### src/sv/ilist_pkg.sv
`timescale 1ns / 1ps
`default_nettype none

package ilist_pkg;

  localparam int DEPTH   = 256;
  localparam int ADDR_W  = $clog2(DEPTH);
  localparam int CNT_W   = $clog2(DEPTH + 1);
  localparam int VALUE_W = 32;
  localparam int MODE_W  = 3;

  typedef enum logic [MODE_W-1:0] {
    MODE_APPEND      = 3'd0,
    MODE_REMOVE_LAST = 3'd1,
    MODE_INSERT      = 3'd2,
    MODE_ERASE_ONE   = 3'd3,
    MODE_ERASE_RANGE = 3'd4,
    MODE_CLEAR       = 3'd5,
    MODE_READ        = 3'd6
  } mode_t;

  typedef enum logic [1:0] {
    ST_OK    = 2'd0,
    ST_FULL  = 2'd1,
    ST_EMPTY = 2'd2,
    ST_RANGE = 2'd3
  } status_t;

  typedef enum logic [2:0] {
    S_IDLE,
    S_DECIDE,
    S_SHIFT_RD,
    S_SHIFT_WR,
    S_FINISH
  } state_t;

  typedef enum logic [1:0] {
    RD_LAST,
    RD_POS,
    RD_BELOW,
    RD_AHEAD
  } rd_sel_t;

  typedef enum logic [1:0] {
    WR_TAIL,
    WR_IDX_VALUE,
    WR_IDX_SHIFT
  } wr_sel_t;

  typedef enum logic [2:0] {
    CNT_HOLD,
    CNT_INC,
    CNT_DEC,
    CNT_SUB_N,
    CNT_CLEAR
  } cnt_op_t;

  typedef enum logic [2:0] {
    IDX_HOLD,
    IDX_LOAD_COUNT,
    IDX_LOAD_POS,
    IDX_INC,
    IDX_DEC
  } idx_op_t;

  typedef struct packed {
    logic    load_req;
    logic    stat_load;
    logic    n_load;
    idx_op_t idx_op;
    logic    rd_en;
    rd_sel_t rd_sel;
    logic    wr_en;
    wr_sel_t wr_sel;
    cnt_op_t cnt_op;
    logic    out_load;
  } cmd_t;

  typedef struct packed {
    logic [MODE_W-1:0] mode;
    status_t           stat_now;
    logic              stat_ok_q;
    logic              idx_at_pos;
    logic              era_more;
    logic              out_free;
  } sts_t;

endpackage

`default_nettype wire

### src/sv/ilist_ctrl.sv
`timescale 1ns / 1ps
`default_nettype none

module ilist_ctrl (
  input  wire logic            clk,
  input  wire logic            rst,
  input  wire logic            in_valid,
  output logic                 in_ready,
  input  wire ilist_pkg::sts_t sts,
  output ilist_pkg::cmd_t      cmd
);

  ilist_pkg::state_t state, state_next;

  always_ff @(posedge clk) begin
    if (rst) begin
      state <= ilist_pkg::S_IDLE;
    end else begin
      state <= state_next;
    end
  end

  // next state
  always_comb begin
    state_next = state;
    unique case (state)
      ilist_pkg::S_IDLE: begin
        if (in_valid) state_next = ilist_pkg::S_DECIDE;
      end
      ilist_pkg::S_DECIDE: begin
        if (sts.stat_now != ilist_pkg::ST_OK) begin
          state_next = ilist_pkg::S_FINISH;
        end else begin
          case (sts.mode) inside
            ilist_pkg::MODE_INSERT, ilist_pkg::MODE_ERASE_ONE,
            ilist_pkg::MODE_ERASE_RANGE: state_next = ilist_pkg::S_SHIFT_RD;
            default:                     state_next = ilist_pkg::S_FINISH;
          endcase
        end
      end
      ilist_pkg::S_SHIFT_RD: begin
        if (sts.mode == ilist_pkg::MODE_INSERT) begin
          // final write of the new value happens here when idx reaches pos
          state_next = sts.idx_at_pos ? ilist_pkg::S_FINISH : ilist_pkg::S_SHIFT_WR;
        end else begin
          state_next = sts.era_more ? ilist_pkg::S_SHIFT_WR : ilist_pkg::S_FINISH;
        end
      end
      ilist_pkg::S_SHIFT_WR: begin
        state_next = ilist_pkg::S_SHIFT_RD;
      end
      ilist_pkg::S_FINISH: begin
        if (sts.out_free) state_next = ilist_pkg::S_IDLE;
      end
      default: state_next = ilist_pkg::S_IDLE;
    endcase
  end

  // outputs
  always_comb begin
    in_ready      = 1'b0;
    cmd           = '0;
    cmd.idx_op    = ilist_pkg::IDX_HOLD;
    cmd.rd_sel    = ilist_pkg::RD_LAST;
    cmd.wr_sel    = ilist_pkg::WR_TAIL;
    cmd.cnt_op    = ilist_pkg::CNT_HOLD;
    unique case (state)
      ilist_pkg::S_IDLE: begin
        in_ready     = 1'b1;
        cmd.load_req = in_valid;
      end
      ilist_pkg::S_DECIDE: begin
        cmd.stat_load = 1'b1;
        if (sts.stat_now == ilist_pkg::ST_OK) begin
          case (sts.mode) inside
            ilist_pkg::MODE_APPEND: begin
              cmd.wr_en  = 1'b1;
              cmd.wr_sel = ilist_pkg::WR_TAIL;
            end
            ilist_pkg::MODE_REMOVE_LAST: begin
              cmd.rd_en  = 1'b1;
              cmd.rd_sel = ilist_pkg::RD_LAST;
            end
            ilist_pkg::MODE_READ: begin
              cmd.rd_en  = 1'b1;
              cmd.rd_sel = ilist_pkg::RD_POS;
            end
            ilist_pkg::MODE_INSERT: begin
              cmd.idx_op = ilist_pkg::IDX_LOAD_COUNT;
            end
            ilist_pkg::MODE_ERASE_ONE, ilist_pkg::MODE_ERASE_RANGE: begin
              cmd.idx_op = ilist_pkg::IDX_LOAD_POS;
              cmd.n_load = 1'b1;
            end
            default: ;
          endcase
        end
      end
      ilist_pkg::S_SHIFT_RD: begin
        if (sts.mode == ilist_pkg::MODE_INSERT) begin
          if (sts.idx_at_pos) begin
            cmd.wr_en  = 1'b1;
            cmd.wr_sel = ilist_pkg::WR_IDX_VALUE;
          end else begin
            cmd.rd_en  = 1'b1;
            cmd.rd_sel = ilist_pkg::RD_BELOW;
          end
        end else if (sts.era_more) begin
          cmd.rd_en  = 1'b1;
          cmd.rd_sel = ilist_pkg::RD_AHEAD;
        end
      end
      ilist_pkg::S_SHIFT_WR: begin
        cmd.wr_en  = 1'b1;
        cmd.wr_sel = ilist_pkg::WR_IDX_SHIFT;
        cmd.idx_op = (sts.mode == ilist_pkg::MODE_INSERT) ? ilist_pkg::IDX_DEC
                                                           : ilist_pkg::IDX_INC;
      end
      ilist_pkg::S_FINISH: begin
        if (sts.out_free) begin
          cmd.out_load = 1'b1;
          if (sts.stat_ok_q) begin
            case (sts.mode) inside
              ilist_pkg::MODE_APPEND, ilist_pkg::MODE_INSERT:
                cmd.cnt_op = ilist_pkg::CNT_INC;
              ilist_pkg::MODE_REMOVE_LAST:
                cmd.cnt_op = ilist_pkg::CNT_DEC;
              ilist_pkg::MODE_ERASE_ONE, ilist_pkg::MODE_ERASE_RANGE:
                cmd.cnt_op = ilist_pkg::CNT_SUB_N;
              ilist_pkg::MODE_CLEAR:
                cmd.cnt_op = ilist_pkg::CNT_CLEAR;
              default:
                cmd.cnt_op = ilist_pkg::CNT_HOLD;
            endcase
          end
        end
      end
      default: ;
    endcase
  end

endmodule

`default_nettype wire

### config.mk
export PLATFORM = sky130hd
export DESIGN_NAME = ilist_ctrl
export DESIGN_NICKNAME = d
export VERILOG_FILES = /design/src/sv/ilist_pkg.sv /design/src/sv/ilist_ctrl.sv
export SDC_FILE = /design/constraint.sdc
export NUM_CORES = 1
export LEC_CHECK = 0
export BUFFER_PORTS_ARGS = -buffer_cell sky130_fd_sc_hd__buf_2
export CAP_MARGIN = 5
export CORE_AREA = 2 2 39 41
export DETAILED_ROUTE_END_ITERATION = 16
export DIE_AREA = 0 0 41 43
export PLACE_DENSITY = 0.68
export REMOVE_ABC_BUFFERS = 1
export SLEW_MARGIN = 10
export SYNTH_ARGS = -nofsm -noshare
export SYNTH_HDL_FRONTEND = slang
export SYNTH_SLANG_ARGS = --single-unit
### constraint.sdc
create_clock -name clk -period 2.33 [get_ports clk]
set_clock_uncertainty 0.2 [all_clocks]
set_input_delay 0.699 -clock clk [delete_from_list [all_inputs] [get_ports clk]]
set_output_delay 0.699 -clock clk [all_outputs]
set_load 0.005 [all_outputs]
==> impl_results.md, run 1 <==
- Total negative slack: -0.957 ns
- Final Cycle Share: 107%
- Die area: between 1500 and 2000 um^2
- Biggest regs: state x3
- Final Instance Area: about 890 um^2
- Mapped Avg Cell Area: 6.87 um^2
- Most common cell after layout, fill and taps aside: buf_2
- IO buf count: 28
- Slowest CP cell: mux2i_1
- Max frequency: just over 0.4 GHz
- Largest register FFs: 3
- Via/cell ratio: 4.68
- DRT iter0 DRCs: 3
- Mapped Area: around 400 um^2
- First-pass GRT wire length: ~2200 um
- Via count: ~600
- DP HPWL: between 900 and 1000 um
- Worst slew margin: 81.7%
- Largest net degree at the start of global routing: 8
- Final Slew Violations: 0
- Vias in the first global route: 579
- Clock Sinks: 3
- Final Power: 0.266 mW
- Leading area contributor after synthesis: dfxtp_1
- Post-DP Area: around 640 um^2
- Row count: 14
- Final wirelength: around 1500 um
- CTS tree: yes
- Hold slack: ~0.38 ns
- DIE HEIGHT: 43 um
- Final Hold Vio Count: 0
- Clock-pin slew on the worst setup and hold paths: approximately 0.040 ns
- Gpl congestion: ~0.7
- Status: finished, violations left
- Hold_buf cts: 0
- Min Tclk post-route: ~2.5 ns
- GRT Util Overall: between 10% and 20%
- Largest cells by area after synthesis: dfxtp_1 15%, nand2_1 7.4%, nor2_1 5.6%, a21oi_1 4.9%, mux2i_1 4.9%
- Largest Register: state
- IO Count: 29
- Register area share after synthesis: between 10% and 20%
- Number of H-tree levels: 1
- Critical path class: in -> out
- Core Region: 1380 um^2
- Critical Path RT: 1.43 ns
- First-pass iteration count of the detailed router: 4
- Final WS setup: -0.157 ns
- Post-synthesis cell type count: 29
- Post-Syn Instances: roughly 60
- Initial Util: between 20% and 30%
- Critical path endpoint category: output pin
- Ys async rst share: 0%
- Number of flops mapped to enable cells by yosys: 0
- MaxCap Viol Count: 0
- Worst Path Max Fanout: 3
- Leak: 0.468 nW
- Routed Antenna Nets: 0
- DRC errors left: 0
- Worst VDD drop: roughly 0.3 mV
- Main synth FF type: dfxtp_1
- Failing checks: negative setup slack
- Root buffer cell: clkbuf_4
- Most frequent cells in the layout: 23 x buf_2, 20 x buf_4, 5 x buf_6
- WP data arrival: about 1.6 ns
- Unrepaired setup endpoints after global routing: yes
- Warnings from Yosys: 0
- Ant diodes: 0
- Worst hold path type: reg -> reg
- Yosys top cell area share: between 10% and 20%
- Crit-path max cell delay: ~0.25 ns
- Worst Setup Start Kind: input pin
- Layout overhead on the synthesized area: 120%
- Layout net count: 126
- Fraction of layout cells with a size suffix above 1: 69.9%
- Worst slew pin tran: about 0.27 ns
- Final Setup Violations: 10
- WL/cell: between 10 and 15 um
- Fillers: 125
- Overall die width: about 41 um
- Clock latency on the worst-skew pair: ~0.23 ns
- Flops & latches, synth: 3
- Critical Path, Cell by Cell: buf_8 > nor3b_4 > mux2i_1 > nand2_1 > o21ai_1 > buf_2
- Power Density: slightly below 300 nW/um^2
- Num CTS Buffers: 3
- Maximum root-to-sink buffer count: 2
- Initial antenna violation count: 0
- GR Overflow Total: 0
## power breakdown
part	leakage [nW]	switching, mW	internal (mW)
combinational	0.428	0.0444	0.0702
clock	0.0150	0.0257	0.0641
sequential	0.0249	0.00686	0.0552
## cells by family after synthesis
kind of cell,share of synthesized area [%]
buffers and inverters,5.86
and+or+nand+nor,53.7
DFF,14.8
AOI/OAI and AO/OA,20.7
muxes,4.94
## layer usage
metal / vias up / global-route usage (%) / part of all wire [%]
met1: 272 / 21.2 / 40
met3: 0 / 3.14 / 2.6
met2: 13 / 30.6 / 57
met5: - / 0 / 0
met4: 0 / 10.0 / 0
li1: 319 / - / -
## critical path: cells and delay by family
kind / cells / cell delay [ns]
AND/OR/NAND/NOR: 2 / 0.33
multiplexers: 1 / 0.25
buffers and inverters: 2 / 0.22
AO/OA/AOI/OAI: 1 / 0.08
## metrics by stage
step / worst slack [ns] / utilization, % / instances
global placement: -0.301 / 45.9 / 112
finish: -0.157 / 64.6 / 129
global route: -0.247 / 64.6 / 129
CTS: -0.178 / 57.8 / 126
floorplan: -0.0645 / - / 57
detailed placement: -0.305 / 45.9 / 112
## worst paths after layout
path,depth (start not counted),startpoint,to,slack [ns]
setup / recovery,6,sts[6],cmd[9],-0.16
hold / removal,2,state[0],state[1],0.38
setup reg to reg,3,state[2],state[2],0.81
hold reg to reg,2,state[0],state[1],0.38
## synth_stat cells, types with 2 or more instances
cell / number
mux2i_1: 2
or3b_2: 2
nor3_1: 4
nor2b_1: 2
nor2_1: 6
o21ai_0: 3
a21oi_1: 4
nand2_1: 8
and2_1: 2
nand2b_1: 2
dfxtp_1: 3
inv_1: 3
nand3b_1: 2
## area by class of cell
type / count / area [um^2] / area share (%)
repair buffers: 52 / 382 / 42.7
inverters: 3 / 11.3 / 1.26
clock buffers: 4 / 26.3 / 2.94
multi-input cells: 51 / 393 / 44.0
well taps: 16 / 20.0 / 2.24
flip-flops and latches: 3 / 61.3 / 6.86
## timing repair
item,CTS,global route
pin swaps,6,2
buffers inserted,10,3
endpoints found under the setup margin,10,13
gates resized for setup,17,21
No activity file was read; power rests on OpenSTA's default activity.
==> inputs of run 2 (changes only) <==
Settings changed: CELL_PAD_IN_SITES_DETAIL_PLACEMENT from default to 0, CELL_PAD_IN_SITES_GLOBAL_PLACEMENT from default to 1, CORE_AREA 2 2 39 41 to default, CORE_UTILIZATION from default to 24, DIE_AREA 0 0 41 43 to default, PLACE_DENSITY 0.68 to 0.77.
Clock period 2.33 ns to 2.5 ns, I/O delays scaled along.
==> run 2 against run 1 <==
Against the previous run:
- the flow still finishes with violations (negative setup slack)
- total power down 10%
- non-clock buffer count down 1
- clock power down 8.4%
- final area down 6.3%
- via count down 1.7%
- sequential cell count unchanged
- routed wire length down 10%
- cell count down 0.78%
- critical path type unchanged
==> impl_results.md, run 2 (synthesis gave the netlist of run 1 again) <==
- Status: finished, violations left (unchanged)
- Failing checks: negative setup slack (unchanged)
- Fraction of layout cells with a size suffix above 1: 63.4% (was 69.9%)
- Final Instance Area: 837 um^2 (was 893 um^2)
- Layout net count: 125 (was 126)
- Register area: 60.1 um^2 (was 61.3 um^2)
- GRT Util Overall: 13.0% (was 18.6%)
- First-pass iteration count of the detailed router: 4 (unchanged)
- Power Density: 286 nW/um^2 (was 298 nW/um^2)
- Root buffer cell: clkbuf_4 (unchanged)
- DRC errors left: 0 (unchanged)
- Initial antenna violation count: 0 (unchanged)
- Clock Sinks: 3 (unchanged)
- Largest register FFs: 3 (unchanged)
- Unrepaired setup endpoints after global routing: yes (unchanged)
- Most common cell after layout, fill and taps aside: buf_2 (unchanged)
- Crit-path max cell delay: 0.25 ns (about the same)
- DP HPWL: 950 um (was 978 um)
- Worst VDD drop: 0.250 mV (was 0.300 mV)
- Multi-input gate area: 365 um^2 (was 393 um^2)
- WP data arrival: 1.65 ns (was 1.59 ns)
- Worst slew pin tran: 0.268 ns (was 0.274 ns)
- Core Util, Final: 54.3% (was 64.6%)
- Vias in the first global route: 482 (was 579)
- Via count: 594 (was 604)
- Leak: 0.445 nW (was 0.468 nW)
- Critical Path, Cell by Cell: buf_8 > nor3b_4 > mux2i_1 > nand2_1 > o21ai_1 > buf_2 (unchanged)
- Gpl congestion: 0.797 (was 0.713)
- Min Tclk post-route: around 2.6 ns
- Number of H-tree levels: 1 (unchanged)
- CTS tree: yes (unchanged)
- Row count: 14 (unchanged)
- Die area: 1860 um^2 (was 1760 um^2)
- Largest net degree at the start of global routing: 8 (unchanged)
- WL/cell: 10.3 um (was 11.4 um)
- Fillers: 151 (was 125)
- Critical Path RT: 1.55 ns (was 1.43 ns)
- Worst slew margin: 82.1% (was 81.7%)
- Routed Antenna Nets: 0 (unchanged)
- Final Cycle Share: 104%
- Initial Util: 26.3% (was 29.3%)
- IO Count: 29 (unchanged)
- Max frequency: between 0.3 and 0.4 GHz
- IO buf count: 28 (unchanged)
- Clock-pin slew on the worst setup and hold paths: 0.04 ns (about the same)
- Num CTS Buffers: 3 (unchanged)
- Slowest CP cell: mux2i_1 (unchanged)
- Final Setup Violations: 5 (was 10)
- GR Overflow Total: 0 (unchanged)
- Worst Setup Start Kind: input pin (unchanged)
- Final Slew Violations: 0 (unchanged)
- Worst Path Max Fanout: 3 (unchanged)
- MaxCap Viol Count: 0 (unchanged)
- DRT iter0 DRCs: 8 (was 3)
- Most frequent cells in the layout: 25 x buf_2, 20 x buf_4, 6 x nor2_1 (was 23 x buf_2, 20 x buf_4, 5 x buf_6)
- Via/cell ratio: 4.64 (was 4.68)
- First-pass GRT wire length: 1860 um (was 2230 um)
- DIE HEIGHT: 43.1 um (was 43 um)
- Clock latency on the worst-skew pair: 0.23 ns (about the same)
- Biggest regs: state x3 (unchanged)
- Overall die width: 43.1 um (was 41 um)
- Post-DP Area: 636 um^2 (unchanged)
- Largest Register: state (unchanged)
- Layout overhead on the synthesized area: 106% (was 120%)
- Place WS: -0.225 ns (was -0.305 ns)
- Final wirelength: 1320 um (was 1470 um)
- Final WS setup: -0.101 ns (was -0.157 ns)
- Critical path class: in -> out (unchanged)
- Final Hold Vio Count: 0 (unchanged)
- Ant diodes: 0 (unchanged)
- Critical path endpoint category: output pin (unchanged)
- Maximum root-to-sink buffer count: 2 (unchanged)
- Core Region: 1540 um^2 (was 1380 um^2)
- Worst hold path type: reg -> reg (unchanged)
==> run 2: worst max-delay path, delay by kind of cell <==
| kind | cells | cell delay (ns) |
|---|---|---|
| and+or+nand+nor | 2 | 0.34 |
| muxes | 1 | 0.25 |
| AOI/OAI and AO/OA | 1 | 0.09 |
| buffers and inverters | 2 | 0.22 |
==> run 2: per-stage QoR <==
stage / TNS [ns] / std cells / hold WS [ns] / power (mW)
4_1_cts: -0.342 / 125 / 0.402 / 0.233
2_1_floorplan: 0 / 57 / 0.332 / 0.0873
5_1_grt: -0.553 / 128 / 0.439 / 0.258
3_5_place_dp: -1.01 / 112 / 0.386 / 0.128
3_3_place_gp: -1.05 / 112 / 0.378 / 0.128
6_report: -0.342 / 128 / 0.396 / 0.240
==> run 2: where the power goes <==
group / switching [mW] / internal (mW)
sequential: 0.00464 / 0.0511
combinational: 0.0396 / 0.0619
clock: 0.0227 / 0.0596
total: 0.0669 / 0.173
==> run 2: metal layers <==
layer	GRT usage, %	part of all wire (%)	vias to the layer above
met1	16.8	46	263
li1	-	-	313
met4	3.64	0	0
met2	21.5	49	18
met5	0	0	-
met3	2.55	4.3	0
==> run 2: area by class of cell <==
class | instances | share of cell area (%)
clock buffers | 4 | 3.14
inverters | 3 | 1.35
multi-input cells | 51 | 43.6
flip-flops and latches | 3 | 7.17
well taps | 16 | 2.39
repair buffers | 51 | 42.3
==> run 2: worst paths after layout <==
| path | slack (ns) | start | depth (start not counted) | endpoint |
|---|---|---|---|---|
| worst min register to register | 0.40 | state[1] | 2 | state[1] |
| worst min-delay path | 0.40 | state[1] | 2 | state[1] |
| worst max-delay path | -0.10 | sts[8] | 6 | cmd[9] |
| worst max register to register | 1.01 | state[0] | 4 | state[2] |
==> run 2: what timing repair did <==
item                                    in CTS  in global routing
resized for setup                           14                 10
endpoints found under the setup margin       8                  9
setup buffers                                9                  3
hold endpoints to repair                     0                  0
pin swaps                                    6                  8
hold buffers                                 0                  0
==> inputs of run 3 (changes only) <==
Settings changed: GPL_TIMING_DRIVEN from default to 0, PLACE_DENSITY 0.77 to default, PLACE_DENSITY_LB_ADDON from default to 0.2, SETUP_SLACK_MARGIN from default to 0.5.
==> run 3 against run 2 <==
Against the previous run:
- critical path type unchanged
- non-clock buffer count shrank 9
- the run still ends with negative setup slack left
- register-to-register slack is essentially flat
- sequential cell count is the same
- combinational power grew 13%
- final area grew 11%
==> impl_results.md, run 3 (synthesis gave the netlist of run 1 again) <==
- Final Hold Vio Count: 0 (unchanged)
- Vias in the first global route: 544 (was 482)
- Worst slew pin tran: 0.240 ns (was 0.268 ns)
- Clk network pwr share: 31.8% (was 34.4%)
- Final Instance Area: 926 um^2 (was 837 um^2)
- Via count: 595 (was 594)
- Status: finished, violations left (unchanged)
- GR Overflow Total: 0 (unchanged)
- DRC errors left: 0 (unchanged)
- DIE HEIGHT: 43.1 um (unchanged)
- Layout overhead on the synthesized area: 128% (was 106%)
- Largest net degree at the start of global routing: 10 (was 8)
- Core Region: 1540 um^2 (unchanged)
- Clock-pin slew on the worst setup and hold paths: 0.04 ns (about the same)
- Row count: 14 (unchanged)
- Num CTS Buffers: 3 (unchanged)
- Critical path class: in -> out (unchanged)
- Worst Setup Start Kind: input pin (unchanged)
- Critical Path RT: 1.55 ns (about the same)
- MaxCap Viol Count: 0 (unchanged)
- Worst Path Max Fanout: 5 (was 3)
- IO buf count: 28 (unchanged)
- Internal power: 0.180 mW (was 0.173 mW)
- Layout net count: 116 (was 125)
- Routed Antenna Nets: 0 (unchanged)
- Hold_buf cts: 0 (unchanged)
- Sequential power share: 23.4% (was 23.3%)
- Worst VDD drop: 0.330 mV (was 0.250 mV)
- Post-placement cell count: 101 (was 112)
- GRT Util Overall: 16.0% (was 13.0%)
- Worst slew margin: 84.0% (was 82.1%)
- Largest register FFs: 3 (unchanged)
- Final wirelength: 1580 um (was 1320 um)
- Fillers: 140 (was 151)
- Critical path endpoint category: output pin (unchanged)
- Comb power frac: 44.8% (was 42.4%)
- Number of H-tree levels: 1 (unchanged)
- Unrepaired setup endpoints after global routing: yes (unchanged)
- Clock Sinks: 3 (unchanged)
- Hold depth: 2 (unchanged)
- Overall die width: 43.1 um (unchanged)
- Total negative slack: -0.654 ns (was -0.342 ns)
- Post-DP Area: 553 um^2 (was 636 um^2)
- Worst hold path type: reg -> reg (unchanged)
- Maximum root-to-sink buffer count: 2 (unchanged)
- Final WS setup: -0.150 ns (was -0.101 ns)
- Final Cycle Share: 106% (was 104%)
- Final Setup Violations: 8 (was 5)
- CTS tree: yes (unchanged)
- Most common cell after layout, fill and taps aside: buf_2 (unchanged)
- Initial Util: 26.3% (unchanged)
- Via/cell ratio: 5.00 (was 4.64)
- First-pass GRT wire length: 2310 um (was 1860 um)
- Place WS: -0.419 ns (was -0.225 ns)
- Critical Path, Cell by Cell: buf_12 > nor3b_4 > mux2i_2 > nand2_1 > o21ai_1 > buf_2 (was buf_8 > nor3b_4 > mux2i_1 > nand2_1 > o21ai_1 > buf_2)
- WL/cell: 13.3 um (was 10.3 um)
- Final Slew Violations: 0 (unchanged)
- Root buffer cell: clkbuf_4 (unchanged)
- Hold slack: 0.394 ns (was 0.396 ns)
- Gpl congestion: 0.709 (was 0.797)
- Sw Share: 29.3% (was 27.9%)
- First-pass iteration count of the detailed router: 3 (was 4)
- Max frequency: 0.377 GHz (was 0.385 GHz)
- DP HPWL: 890 um (was 950 um)
- Final Non-Filler Cells: 119 (was 128)
- IO Count: 29 (unchanged)
- Clock latency on the worst-skew pair: 0.23 ns (about the same)
- Failing checks: negative setup slack (unchanged)
- Psw: 0.0748 mW (was 0.0669 mW)
- Largest Register: state (unchanged)
- Slowest CP cell: nor3b_4 (was mux2i_1)
- Ant diodes: 0 (unchanged)
- Power Density: 276 nW/um^2 (was 286 nW/um^2)
- Most frequent cells in the layout: 20 x buf_2, 10 x buf_4, 7 x buf_6 (was 25 x buf_2, 20 x buf_4, 6 x nor2_1)
- Leak: 0.459 nW (was 0.445 nW)
- Biggest regs: state x3 (unchanged)
- Fraction of layout cells with a size suffix above 1: 73.8% (was 63.4%)
- Die area: 1860 um^2 (unchanged)
- Initial antenna violation count: 0 (unchanged)
- Min Tclk post-route: 2.65 ns (was 2.60 ns)
- Crit-path max cell delay: 0.26 ns (was 0.25 ns)
- DRT iter0 DRCs: 6 (was 8)
- WP data arrival: 1.70 ns (was 1.65 ns)
- Worst-case reg-to-reg path depth: 3 (was 4)
==> run 3: cell count changes in the layout (fill, tap and decap cells not counted), sizes merged <==
cell / delta
buf: -10
clkbuf: +1
==> run 3: cell type report <==
| class | count | area (um^2) | area share [%] |
|---|---|---|---|
| Multi-Input combinational cell | 51 | 450 | 48.6 |
| Timing Repair Buffer | 42 | 349 | 37.7 |
| Sequential cell | 3 | 68.8 | 7.43 |
| Clock buffer | 4 | 26.3 | 2.84 |
| Tap cell | 16 | 20.0 | 2.16 |
| Inverter | 3 | 11.3 | 1.22 |
==> run 3: worst max-delay path, delay by kind of cell <==
family                 cells  cell delay, ns
and+or+nand+nor            2            0.36
buffers and inverters      2            0.24
muxes                      1            0.26
AOI/OAI and AO/OA          1            0.09
==> run 3: per-stage QoR <==
| stage | util [%] | power (mW) |
|---|---|---|
| after global placement | 35.9 | 0.115 |
| after CTS | 49.9 | 0.230 |
| final | 60.1 | 0.255 |
| after floorplan | - | 0.0873 |
| after detailed placement | 35.9 | 0.115 |
| after global routing | 60.1 | 0.273 |
==> run 3: power by group through the flow <==
| stage | combinational [mW] | clock (mW) | sequential (mW) |
|---|---|---|---|
| 2_1_floorplan | 0.0324 | 0 | 0.0549 |
| 3_3_place_gp | 0.0587 | 0 | 0.0561 |
| 3_5_place_dp | 0.0587 | 0 | 0.0560 |
| 4_1_cts | 0.0866 | 0.0862 | 0.0569 |
| 5_1_grt | 0.123 | 0.0898 | 0.0604 |
| 6_report | 0.114 | 0.0811 | 0.0596 |
==> run 3: layer usage <==
layer / vias to the layer above / global-route usage, % / share of wire, %
li1: 301 / - / -
met1: 280 / 20.2 / 39
met2: 14 / 27.5 / 58
met3: 0 / 1.28 / 2.8
met4: 0 / 6.67 / 0
met5: - / 0 / 0
==> run 3: what timing repair did <==
action	in CTS	in global routing
pin swaps	7	5
setup endpoints to repair	16	17
gates resized for setup	30	30
cloned	0	1
buffers inserted	11	2
==> run 3: final timing paths <==
check	start	end	slack, ns
hold / removal	state[0]	state[1]	0.39
setup / recovery	sts[8]	cmd[9]	-0.15
hold reg to reg	state[0]	state[1]	0.39
setup reg to reg	state[2]	state[2]	1.00
